File: src/design/hpr_pkg.sv
// ----------------------------------------------------------------------------
// Heater pulse regulator package
// Shared widths, phase codes, register indexes and conversion constants.
// ----------------------------------------------------------------------------
package hpr_pkg;

    // Fixed field widths
    localparam int TEMP_W     = 12;
    localparam int PHASE_W    = 3;
    localparam int OUT_W      = 16;
    localparam int CFG_IDX_W  = 3;
    localparam int CFG_DATA_W = 12;

    // Phase codes as reported on the result item
    localparam logic [PHASE_W-1:0] PH_AVG         = 3'd0;
    localparam logic [PHASE_W-1:0] PH_INIT_PULSE  = 3'd1;
    localparam logic [PHASE_W-1:0] PH_INIT_SETTLE = 3'd2;
    localparam logic [PHASE_W-1:0] PH_IDLE        = 3'd3;
    localparam logic [PHASE_W-1:0] PH_PULSE       = 3'd4;
    localparam logic [PHASE_W-1:0] PH_SETTLE      = 3'd5;

    // Configuration register indexes
    localparam logic [CFG_IDX_W-1:0] CFG_TARGET       = 3'd0;
    localparam logic [CFG_IDX_W-1:0] CFG_CUTOFF       = 3'd1;
    localparam logic [CFG_IDX_W-1:0] CFG_FAR          = 3'd2;
    localparam logic [CFG_IDX_W-1:0] CFG_LONG_PULSE   = 3'd3;
    localparam logic [CFG_IDX_W-1:0] CFG_SHORT_PULSE  = 3'd4;
    localparam logic [CFG_IDX_W-1:0] CFG_SETTLE       = 3'd5;
    localparam logic [CFG_IDX_W-1:0] CFG_START_SETTLE = 3'd6;
    localparam logic [CFG_IDX_W-1:0] CFG_SLOPE        = 3'd7;

    // Thermistor code to 1/16 degree: (code * 587) / 256 - 978
    localparam int CONV_MUL    = 587;
    localparam int CONV_SHIFT  = 8;
    localparam int CONV_OFFSET = 978;

endpackage

File: src/design/heater_pulse_regulator.sv
// ----------------------------------------------------------------------------
// Heater pulse regulator
// Per-tick heating wire control from a thermistor sample, with a startup
// averaging run, a slope-sized initial pulse and hysteresis regulation.
// ----------------------------------------------------------------------------
// Usage:
//   Each item on the s_axis channel is one one-second tick carrying the
//   thermistor code. For every item exactly one result item leaves on
//   m_axis: heater drive, converted temperature and the phase of the tick.
//   Registers are written on the cfg channel (always ready); writes are meant
//   only while the block is idle, which the block itself does not enforce.
//   An ordinary tick passes through the S_CONV, S_EVAL and S_OUT states
//   before its result is registered. The tick that ends the averaging run
//   also passes through S_PREP, S_DIV and S_SAT, where the bit-serial
//   divider sizes the initial pulse, one quotient bit per cycle. One item
//   is worked on at a time; s_axis_tready is high only between items.
//   A finished result sits in the output register; the next item may be
//   accepted meanwhile and its result waits until the old one is taken.
//   Reset clears the phase to averaging, the sums and counters, and loads
//   the default register values. A stalled receiver stalls the block.
// ----------------------------------------------------------------------------
module heater_pulse_regulator #(
    parameter int AVG_SAMPLES = 100,
    parameter int COUNT_BITS  = 16,
    parameter int ADC_BITS    = 10
) (
    input  logic                                i_clk,
    input  logic                                i_rst_n,
    // Input items: tdata = adc_code (lowest bits), zero padded
    input  logic                                s_axis_tvalid,
    output logic                                s_axis_tready,
    input  logic [((ADC_BITS+7)/8)*8-1:0]       s_axis_tdata,
    // Result items: tdata = heater_on [0], temperature [12:1], phase [15:13]
    output logic                                m_axis_tvalid,
    input  logic                                m_axis_tready,
    output logic [hpr_pkg::OUT_W-1:0]           m_axis_tdata,
    // Configuration writes
    input  logic                                i_cfg_valid,
    output logic                                o_cfg_ready,
    input  logic [hpr_pkg::CFG_IDX_W-1:0]       i_cfg_index,
    input  logic [hpr_pkg::CFG_DATA_W-1:0]      i_cfg_data
);
    import hpr_pkg::*;

    // Derived widths
    localparam int T_W      = ADC_BITS + 3;                 // signed temperature
    localparam int EXT_W    = (T_W > TEMP_W) ? T_W : TEMP_W;
    localparam int PROD_W   = ADC_BITS + 10;
    localparam int SCL_W    = PROD_W - CONV_SHIFT;
    localparam int IDX_W    = $clog2(AVG_SAMPLES + 1);
    localparam int SUM_W    = T_W + 7;
    localparam int DIFF_W   = SUM_W + 2;
    localparam int MAG_W    = DIFF_W + 4;
    localparam int TGT_W    = 18;
    localparam int DEN_W    = 12 + IDX_W;
    localparam int STEP_W   = $clog2(MAG_W + 1);
    localparam int CNT_W    = (COUNT_BITS > 10) ? COUNT_BITS : 10;
    localparam int QW       = ((MAG_W > COUNT_BITS) ? MAG_W : COUNT_BITS) + 1;
    localparam int CMP_W    = T_W + 4;
    localparam logic [QW-1:0]    MAXC    = (QW'(1) << COUNT_BITS) - QW'(1);
    localparam logic [TGT_W-1:0] TGT_MUL = TGT_W'(16 * AVG_SAMPLES);

    typedef enum logic [2:0] {
        S_IDLE, S_CONV, S_EVAL, S_PREP, S_DIV, S_SAT, S_OUT
    } t_state;

    typedef struct packed {
        logic [PHASE_W-1:0] phase;
        logic [CNT_W-1:0]   cnt;
    } t_next_phase;

    // Entering an off phase: zero length goes straight to the idle check.
    function automatic t_next_phase off_next(input logic [9:0] ticks,
                                             input logic [PHASE_W-1:0] ph);
        t_next_phase r;
        if (ticks == 10'd0) begin
            r.phase = PH_IDLE;
            r.cnt   = '0;
        end else begin
            r.phase = ph;
            r.cnt   = CNT_W'(ticks - 10'd1);
        end
        return r;
    endfunction

    t_state                 r_state;
    logic [ADC_BITS-1:0]    r_code;
    logic signed [T_W-1:0]  r_temp;
    logic [PHASE_W-1:0]     r_phase;
    logic [CNT_W-1:0]       r_cnt;
    logic signed [SUM_W-1:0] r_sum;
    logic [IDX_W-1:0]       r_idx;
    logic                   r_res_heater;
    logic [PHASE_W-1:0]     r_res_phase;
    logic                   r_m_valid;
    logic [OUT_W-1:0]       r_m_data;

    // Divider state
    logic                   r_neg;
    logic [MAG_W-1:0]       r_quo;
    logic [DEN_W:0]         r_rem;
    logic [DEN_W-1:0]       r_den;
    logic [STEP_W-1:0]      r_step;

    // Configuration registers
    logic [6:0]             r_target;
    logic [4:0]             r_cutoff;
    logic [4:0]             r_far;
    logic [9:0]             r_long;
    logic [9:0]             r_short;
    logic [9:0]             r_settle;
    logic [9:0]             r_start_settle;
    logic [11:0]            r_slope;

    // Temperature conversion from the registered code
    logic [PROD_W-1:0]      w_prod;
    logic [SCL_W-1:0]       w_scaled;
    logic signed [T_W-1:0]  w_temp;
    logic signed [EXT_W-1:0] w_temp_ext;

    assign w_prod     = PROD_W'(r_code) * PROD_W'(CONV_MUL);
    assign w_scaled   = w_prod[PROD_W-1:CONV_SHIFT];
    assign w_temp     = $signed({1'b0, w_scaled}) - T_W'(CONV_OFFSET);
    assign w_temp_ext = EXT_W'(r_temp);

    // Regulation thresholds
    logic signed [CMP_W-1:0] w_t, w_tgt, w_cut, w_far;
    logic                    w_below, w_far_below;
    logic [9:0]              w_up;

    assign w_t         = CMP_W'(r_temp);
    assign w_tgt       = $signed(CMP_W'({r_target, 4'b0}));
    assign w_cut       = $signed(CMP_W'({r_cutoff, 4'b0}));
    assign w_far       = $signed(CMP_W'({r_far, 4'b0}));
    assign w_below     = w_t < (w_tgt - w_cut);
    assign w_far_below = (w_t + w_far) < w_tgt;
    assign w_up        = w_far_below ? r_long : r_short;

    // Initial pulse numerator magnitude and denominator
    logic [TGT_W-1:0]         w_tgt_total;
    logic signed [DIFF_W-1:0] w_diff;
    logic [DIFF_W-1:0]        w_diff_abs;
    logic [11:0]              w_slope;
    logic [IDX_W-1:0]         w_idx_next;

    assign w_tgt_total = TGT_W'(r_target) * TGT_MUL;
    assign w_diff      = $signed(DIFF_W'(w_tgt_total)) - DIFF_W'(r_sum);
    assign w_diff_abs  = w_diff[DIFF_W-1] ? DIFF_W'(-w_diff) : DIFF_W'(w_diff);
    assign w_slope     = (r_slope == 12'd0) ? 12'd1 : r_slope;
    assign w_idx_next  = r_idx + IDX_W'(1);

    // Subtract-and-compare step of the divider
    logic [DEN_W:0] w_shift;
    logic           w_fit;

    assign w_shift = {r_rem[DEN_W-1:0], r_quo[MAG_W-1]};
    assign w_fit   = w_shift >= {1'b0, r_den};

    // Saturated quotient
    logic [QW-1:0] w_quo_ext;
    logic [QW-1:0] w_quo_sat;

    assign w_quo_ext = QW'(r_quo);
    assign w_quo_sat = (w_quo_ext > MAXC) ? MAXC : w_quo_ext;

    assign s_axis_tready = (r_state == S_IDLE);
    assign m_axis_tvalid = r_m_valid;
    assign m_axis_tdata  = r_m_data;
    assign o_cfg_ready   = 1'b1;

    // Configuration register writes
    always_ff @(posedge i_clk) begin
        if (!i_rst_n) begin
            r_target       <= 7'd45;
            r_cutoff       <= 5'd1;
            r_far          <= 5'd5;
            r_long         <= 10'd45;
            r_short        <= 10'd30;
            r_settle       <= 10'd10;
            r_start_settle <= 10'd30;
            r_slope        <= 12'd33;
        end else if (i_cfg_valid) begin
            unique case (i_cfg_index)
                CFG_TARGET:       r_target       <= i_cfg_data[6:0];
                CFG_CUTOFF:       r_cutoff       <= i_cfg_data[4:0];
                CFG_FAR:          r_far          <= i_cfg_data[4:0];
                CFG_LONG_PULSE:   r_long         <= i_cfg_data[9:0];
                CFG_SHORT_PULSE:  r_short        <= i_cfg_data[9:0];
                CFG_SETTLE:       r_settle       <= i_cfg_data[9:0];
                CFG_START_SETTLE: r_start_settle <= i_cfg_data[9:0];
                CFG_SLOPE:        r_slope        <= i_cfg_data;
                default: ;
            endcase
        end
    end

    // Sequencer: phase logic, divider iterations and output register
    always_ff @(posedge i_clk) begin
        t_next_phase np;
        if (!i_rst_n) begin
            r_state   <= S_IDLE;
            r_phase   <= PH_AVG;
            r_cnt     <= '0;
            r_sum     <= '0;
            r_idx     <= '0;
            r_m_valid <= 1'b0;
        end else begin
            // A taken result empties the output register unless S_OUT refills it.
            if (r_m_valid && m_axis_tready && (r_state != S_OUT)) begin
                r_m_valid <= 1'b0;
            end
            unique case (r_state)
                S_IDLE: begin
                    if (s_axis_tvalid) begin
                        r_code  <= s_axis_tdata[ADC_BITS-1:0];
                        r_state <= S_CONV;
                    end
                end
                S_CONV: begin
                    r_temp  <= w_temp;
                    r_state <= S_EVAL;
                end
                S_EVAL: begin
                    // The last averaging tick goes on to size the initial pulse.
                    if ((r_phase == PH_AVG) && (w_idx_next >= IDX_W'(AVG_SAMPLES))) begin
                        r_state <= S_PREP;
                    end else begin
                        r_state <= S_OUT;
                    end
                    case (r_phase)
                        PH_AVG: begin
                            r_res_heater <= 1'b1;
                            r_res_phase  <= PH_AVG;
                            r_sum        <= r_sum + SUM_W'(r_temp);
                            r_idx        <= w_idx_next;
                        end
                        PH_INIT_PULSE, PH_PULSE: begin
                            r_res_heater <= 1'b1;
                            r_res_phase  <= r_phase;
                            if (r_cnt == '0) begin
                                if (r_phase == PH_INIT_PULSE) begin
                                    np = off_next(r_start_settle, PH_INIT_SETTLE);
                                end else begin
                                    np = off_next(r_settle, PH_SETTLE);
                                end
                                r_phase <= np.phase;
                                r_cnt   <= np.cnt;
                            end else begin
                                r_cnt <= r_cnt - CNT_W'(1);
                            end
                        end
                        PH_INIT_SETTLE, PH_SETTLE: begin
                            r_res_heater <= 1'b0;
                            r_res_phase  <= r_phase;
                            if (r_cnt == '0) begin
                                r_phase <= PH_IDLE;
                            end else begin
                                r_cnt <= r_cnt - CNT_W'(1);
                            end
                        end
                        default: begin
                            // Idle check, also taken by the unused codes
                            if (w_below) begin
                                r_res_heater <= 1'b1;
                                r_res_phase  <= PH_PULSE;
                                if (w_up == 10'd0) begin
                                    np = off_next(r_settle, PH_SETTLE);
                                    r_phase <= np.phase;
                                    r_cnt   <= np.cnt;
                                end else begin
                                    r_phase <= PH_PULSE;
                                    r_cnt   <= CNT_W'(w_up - 10'd1);
                                end
                            end else begin
                                r_phase      <= PH_IDLE;
                                r_res_heater <= 1'b0;
                                r_res_phase  <= PH_IDLE;
                            end
                        end
                    endcase
                end
                S_PREP: begin
                    // Load the divider with |num| and slope * samples
                    r_neg   <= w_diff[DIFF_W-1];
                    r_quo   <= {w_diff_abs, 4'b0};
                    r_rem   <= '0;
                    r_den   <= DEN_W'(w_slope) * DEN_W'(AVG_SAMPLES);
                    r_step  <= STEP_W'(MAG_W);
                    r_state <= S_DIV;
                end
                S_DIV: begin
                    // One quotient bit per cycle
                    r_rem  <= w_fit ? (w_shift - {1'b0, r_den}) : w_shift;
                    r_quo  <= {r_quo[MAG_W-2:0], w_fit};
                    r_step <= r_step - STEP_W'(1);
                    if (r_step == STEP_W'(1)) begin
                        r_state <= S_SAT;
                    end
                end
                S_SAT: begin
                    // A negative quotient skips the pulse; a truncated zero does not
                    if (r_neg && (r_quo != '0)) begin
                        np = off_next(r_start_settle, PH_INIT_SETTLE);
                        r_phase <= np.phase;
                        r_cnt   <= np.cnt;
                    end else begin
                        r_phase <= PH_INIT_PULSE;
                        r_cnt   <= r_neg ? '0 : CNT_W'(w_quo_sat);
                    end
                    r_state <= S_OUT;
                end
                S_OUT: begin
                    if (!r_m_valid || m_axis_tready) begin
                        r_m_valid <= 1'b1;
                        r_m_data  <= {r_res_phase, w_temp_ext[TEMP_W-1:0], r_res_heater};
                        r_state   <= S_IDLE;
                    end
                end
                default: r_state <= S_IDLE;
            endcase
        end
    end

endmodule

File: config.mk
export PLATFORM = sky130hd
export DESIGN_NAME = heater_pulse_regulator
export DESIGN_NICKNAME = d
export VERILOG_FILES = /design/src/design/hpr_pkg.sv /design/src/design/heater_pulse_regulator.sv
export SDC_FILE = /design/constraint.sdc
export NUM_CORES = 1
export LEC_CHECK = 0
export BUFFER_PORTS_ARGS = -buffer_cell sky130_fd_sc_hd__buf_2
export CAP_MARGIN = 0
export CORE_ASPECT_RATIO = 0.75
export CORE_MARGIN = 10
export CORE_UTILIZATION = 40
export CTS_CLUSTER_SIZE = 25
export DETAILED_ROUTE_END_ITERATION = 16
export SKIP_LAST_GASP = 1
export SLEW_MARGIN = 10
export SYNTH_ARGS = -nofsm -noshare
export SYNTH_HDL_FRONTEND = slang
export SYNTH_SLANG_ARGS = --single-unit
File: constraint.sdc
create_clock -name i_clk -period 12.1 [get_ports i_clk]
set_input_delay 0.605 -clock i_clk [delete_from_list [all_inputs] [get_ports i_clk]]
set_output_delay 0.605 -clock i_clk [all_outputs]
set_load 0.005 [all_outputs]
==> results.sh <==
export IMPL_die_h_um=205
export IMPL_syn_cell_area_um2=18200
export IMPL_cts_sinks=230
export IMPL_ys_seq_area_frac=0.314
export IMPL_synth_flop_cell="dfxtp_1"
export IMPL_synth_area_per_cell_um2=8.61
export IMPL_ir_drop_uv=101
export IMPL_design_die_area_um2=54600
export IMPL_hold_buffers=0
export IMPL_hp_class="in2reg"
export IMPL_rrSetupSlack_ns=5.89
export IMPL_netlist_area_leader_share=0.183
export IMPL_synth_area_leaders="edfxtp_1 (18%), ha_1 (15%), dfxtp_1 (13%)"
export IMPL_drv_slew=0
export IMPL_crit_start="r_code[4]$_DFFE_PP_"
export IMPL_slowest_delay_ns=0.60
export IMPL_rr_worst_depth=22
export IMPL_wl_per_cell_um=17.1
export IMPL_cp_end_kind="register"
export IMPL_grtUsageTotal=0.170
export IMPL_htreeDepth=1
export IMPL_period_minus_slack_ns=6.21
export IMPL_crit_slowest_cell="a2111oi_0"
export IMPL_insertion_delay_ns=0.56
export IMPL_grt_pass1_vias=14160
export IMPL_critPathLaunchType="register"
export IMPL_num_vias=15026
export IMPL_clk_pin_slew_ns=0.06
export IMPL_synthCells=2115
export IMPL_place_congestion=0.870
export IMPL_firstDrtPassIters=5
export IMPL_regArea_um2=5720
export IMPL_drive_gt1_frac=0.0624
export IMPL_post_dp_hpwl_um=35300
export IMPL_critical_path_required_ns=12.40
export IMPL_viasPerCell=5.53
export IMPL_overflow=0
export IMPL_max_clock_freq_ghz=0.161
export IMPL_grt_pass1_wl_um=76300
export IMPL_power_leakage_nw=8.24
export IMPL_design_core_area_um2=44800
export IMPL_grt_max_degree=101
export IMPL_initial_utilization=0.406
export IMPL_syn_nets=2399
export IMPL_placed_cells=2669
export IMPL_tightest_slew_ns=1.14
export IMPL_cts_setup_buffers=0
export IMPL_yosysTopAreaCell="edfxtp_1"
export IMPL_numCtsBuffers=27
export IMPL_drt_iter0_markers=1232
export IMPL_n_antenna_cell=0
export IMPL_final_hold_violation_count=0
export IMPL_path_max_fanout=5
export IMPL_status="finished, final reports clean"
export IMPL_syn_to_final_growth_pct=8.80
export IMPL_setup_viol=0
export IMPL_clock_skew_ns=0.0256
export IMPL_cpMostUsedCell="ha_1"
export IMPL_cts_tree="yes"
export IMPL_die_w_um=266
export IMPL_yosysWarningCount=0
export IMPL_r2r_start="r_code[4]$_DFFE_PP_"
export IMPL_synth_edf_count=111
export IMPL_crit_end="r_temp[11]$_DFFE_PP_"
export IMPL_cap_violations=0
export IMPL_worstSetupPathType="reg2reg"
export IMPL_finalCritPeriodShare=0.513
export IMPL_portBuffers=47
export IMPL_slew_headroom=0.235
export IMPL_synth_cell_types=78
export IMPL_async_reset_ff_frac=0
export IMPL_fin_cells=2717
export IMPL_clockBufferDepth=3
export IMPL_critical_path_cell_chain="ha_1, ha_1, ha_1, inv_1, fa_1, fa_1, inv_1, ha_1, a21o_1, nand2_1, o21ai_0, nor2_1, inv_1, a21oi_1, xor2_1, ha_1, a211o_1, a2111oi_0, nor3b_1, mux2_2, a211oi_1, xnor2_1"
export IMPL_pwr_density_cell_nw_per_um2=133
export IMPL_wl_um=46600
export IMPL_nFillCells=4287
export IMPL_rsz0062_at_grt="no"
export IMPL_root_buffer="clkbuf_16"
export IMPL_io_pins=55
export IMPL_ant_nets=0
export IMPL_tns_ns=0
export IMPL_antenna_found_initial=0
export IMPL_multiInputGateArea_um2=11500
export IMPL_arrival_ns=6.51
export IMPL_drc_errors=0
export IMPL_cts_resized=0
export IMPL_rows=67
export IMPL_rr_endpoint="r_temp[11]$_DFFE_PP_"
export IMPL_fin_nets=2396
export IMPL_yosys_register_bits=230
[power breakdown]
group / leakage [nW] / switching [mW] / internal [mW] / total (mW)
sequential: 1.96 / 0.0410 / 0.886 / 0.927
clock: 0.423 / 0.351 / 0.465 / 0.816
combinational: 5.85 / 0.521 / 0.379 / 0.900
total: 8.24 / 0.913 / 1.73 / 2.64
[critical path, delay by kind of cell (launching register included)]
kind	cells	cell delay (ns)
mux	1	0.23
xor+xnor	2	0.24
fa+ha+maj	7	2.48
compound gates	6	1.58
buf+inv	3	0.16
simple gates	3	0.76
flops	1	0.49
[flip-flops by register name, indices dropped and copies added (netlist names), 7 cells and up]
signal,flops
r_quo,26
m_axis_tdata,16
r_rem,19
r_short,10
r_long,10
r_cnt,16
r_temp,13
r_target,7
r_start_settle,10
r_den,17
r_settle,10
r_code,10
r_slope,12
r_idx,7
r_sum,20
[cell type report]
cell class / count / area share
multi-input combinational: 1628 / 0.583
sequential: 230 / 0.288
clock buffer: 35 / 0.0383
tap: 586 / 0.0370
inverter: 165 / 0.0313
timing repair buffer: 60 / 0.0169
clock inverter: 13 / 0.00549
[cell usage after synthesis (5+ instances only)]
cell type  number
nand2_1       247
ha_1          222
nor2_1        186
inv_1         165
dfxtp_1       119
edfxtp_1      111
a21oi_1        99
xnor2_1        91
o21ai_0        86
clkbuf_1       82
a21boi_0       56
nor3_1         56
xor2_1         54
nand3_1        52
mux2i_1        39
and2_1         31
a21o_1         30
nor2b_1        27
fa_1           26
o211ai_1       24
nor4_1         22
and3_1         21
o21a_1         18
or3_1          18
nand2b_1       17
nand4_1        17
o21bai_1       15
a211oi_1       13
or2_2          13
o31ai_1        11
a31oi_1        10
nand3b_1       10
a311oi_1        7
o221ai_1        7
o41ai_1         7
a211o_1         6
mux2_2          6
nor3b_1         6
o22ai_1         6
a22oi_1         5
nand4b_1        5
nor4b_1         5
or4_1           5
[how the worst min path moves through the flow]
stage / startpoint / depth (start not counted) / slack (ns) / end
global route: s_axis_tdata[7] / 1 / 0.20 / r_code[7]$_DFFE_PP_
CTS: s_axis_tdata[4] / 1 / 0.19 / r_code[4]$_DFFE_PP_
global placement: r_res_phase[2]$_DFFE_PP_ / 0 / 0.41 / m_axis_tdata[15]$_DFFE_PP_
detailed placement: r_res_phase[2]$_DFFE_PP_ / 0 / 0.43 / m_axis_tdata[15]$_DFFE_PP_
floorplan: r_res_heater$_DFFE_PP_ / 0 / 0.40 / m_axis_tdata[0]$_DFFE_PP_
finish: s_axis_tdata[4] / 1 / 0.22 / r_code[4]$_DFFE_PP_
[metrics by stage]
stage          hold WS [ns]  cell area [µm²]  setup slack (ns)  power [mW]  utilization
2_1_floorplan         0.400            18200              6.50        1.63            -
3_3_place_gp          0.406            18900              6.01        1.81        0.422
3_5_place_dp          0.431            18900              5.93        1.83        0.422
4_1_cts               0.194            19800              5.92        2.65        0.442
5_1_grt               0.197            19800              5.34        2.82        0.442
6_report              0.219            19800              5.89        2.64        0.442
[layout by cell type (no fill, tap or decap), types with 31 or more instances in the layout]
cell	n
nand2_1	247
and2_1	31
a21boi_0	56
mux2i_1	39
edfxtp_1	111
dfxtp_1	119
a21oi_1	99
xor2_1	54
xnor2_1	91
o21ai_0	86
nand3_1	52
nor3_1	55
buf_2	46
nor2_1	186
inv_1	165
ha_1	222
[logic make-up after synthesis]
| kind of cell | synth area share |
|---|---|
| flip-flops | 0.314 |
| AO/OA/AOI/OAI | 0.160 |
| multiplexers | 0.0251 |
| adder cells (fa/ha/maj) | 0.181 |
| buffers and inverters | 0.0542 |
| XOR/XNOR | 0.0697 |
| other | 0.000206 |
| AND/OR/NAND/NOR | 0.195 |
[layer usage]
metal / track usage / up-vias / wire (µm)
li1: - / 7451 / -
met1: 0.262 / 7126 / 24500
met2: 0.239 / 393 / 18400
met3: 0.0309 / 56 / 2900
met4: 0.0350 / 0 / 826
met5: 0 / - / 0
(Power assumes the default switching activity.)
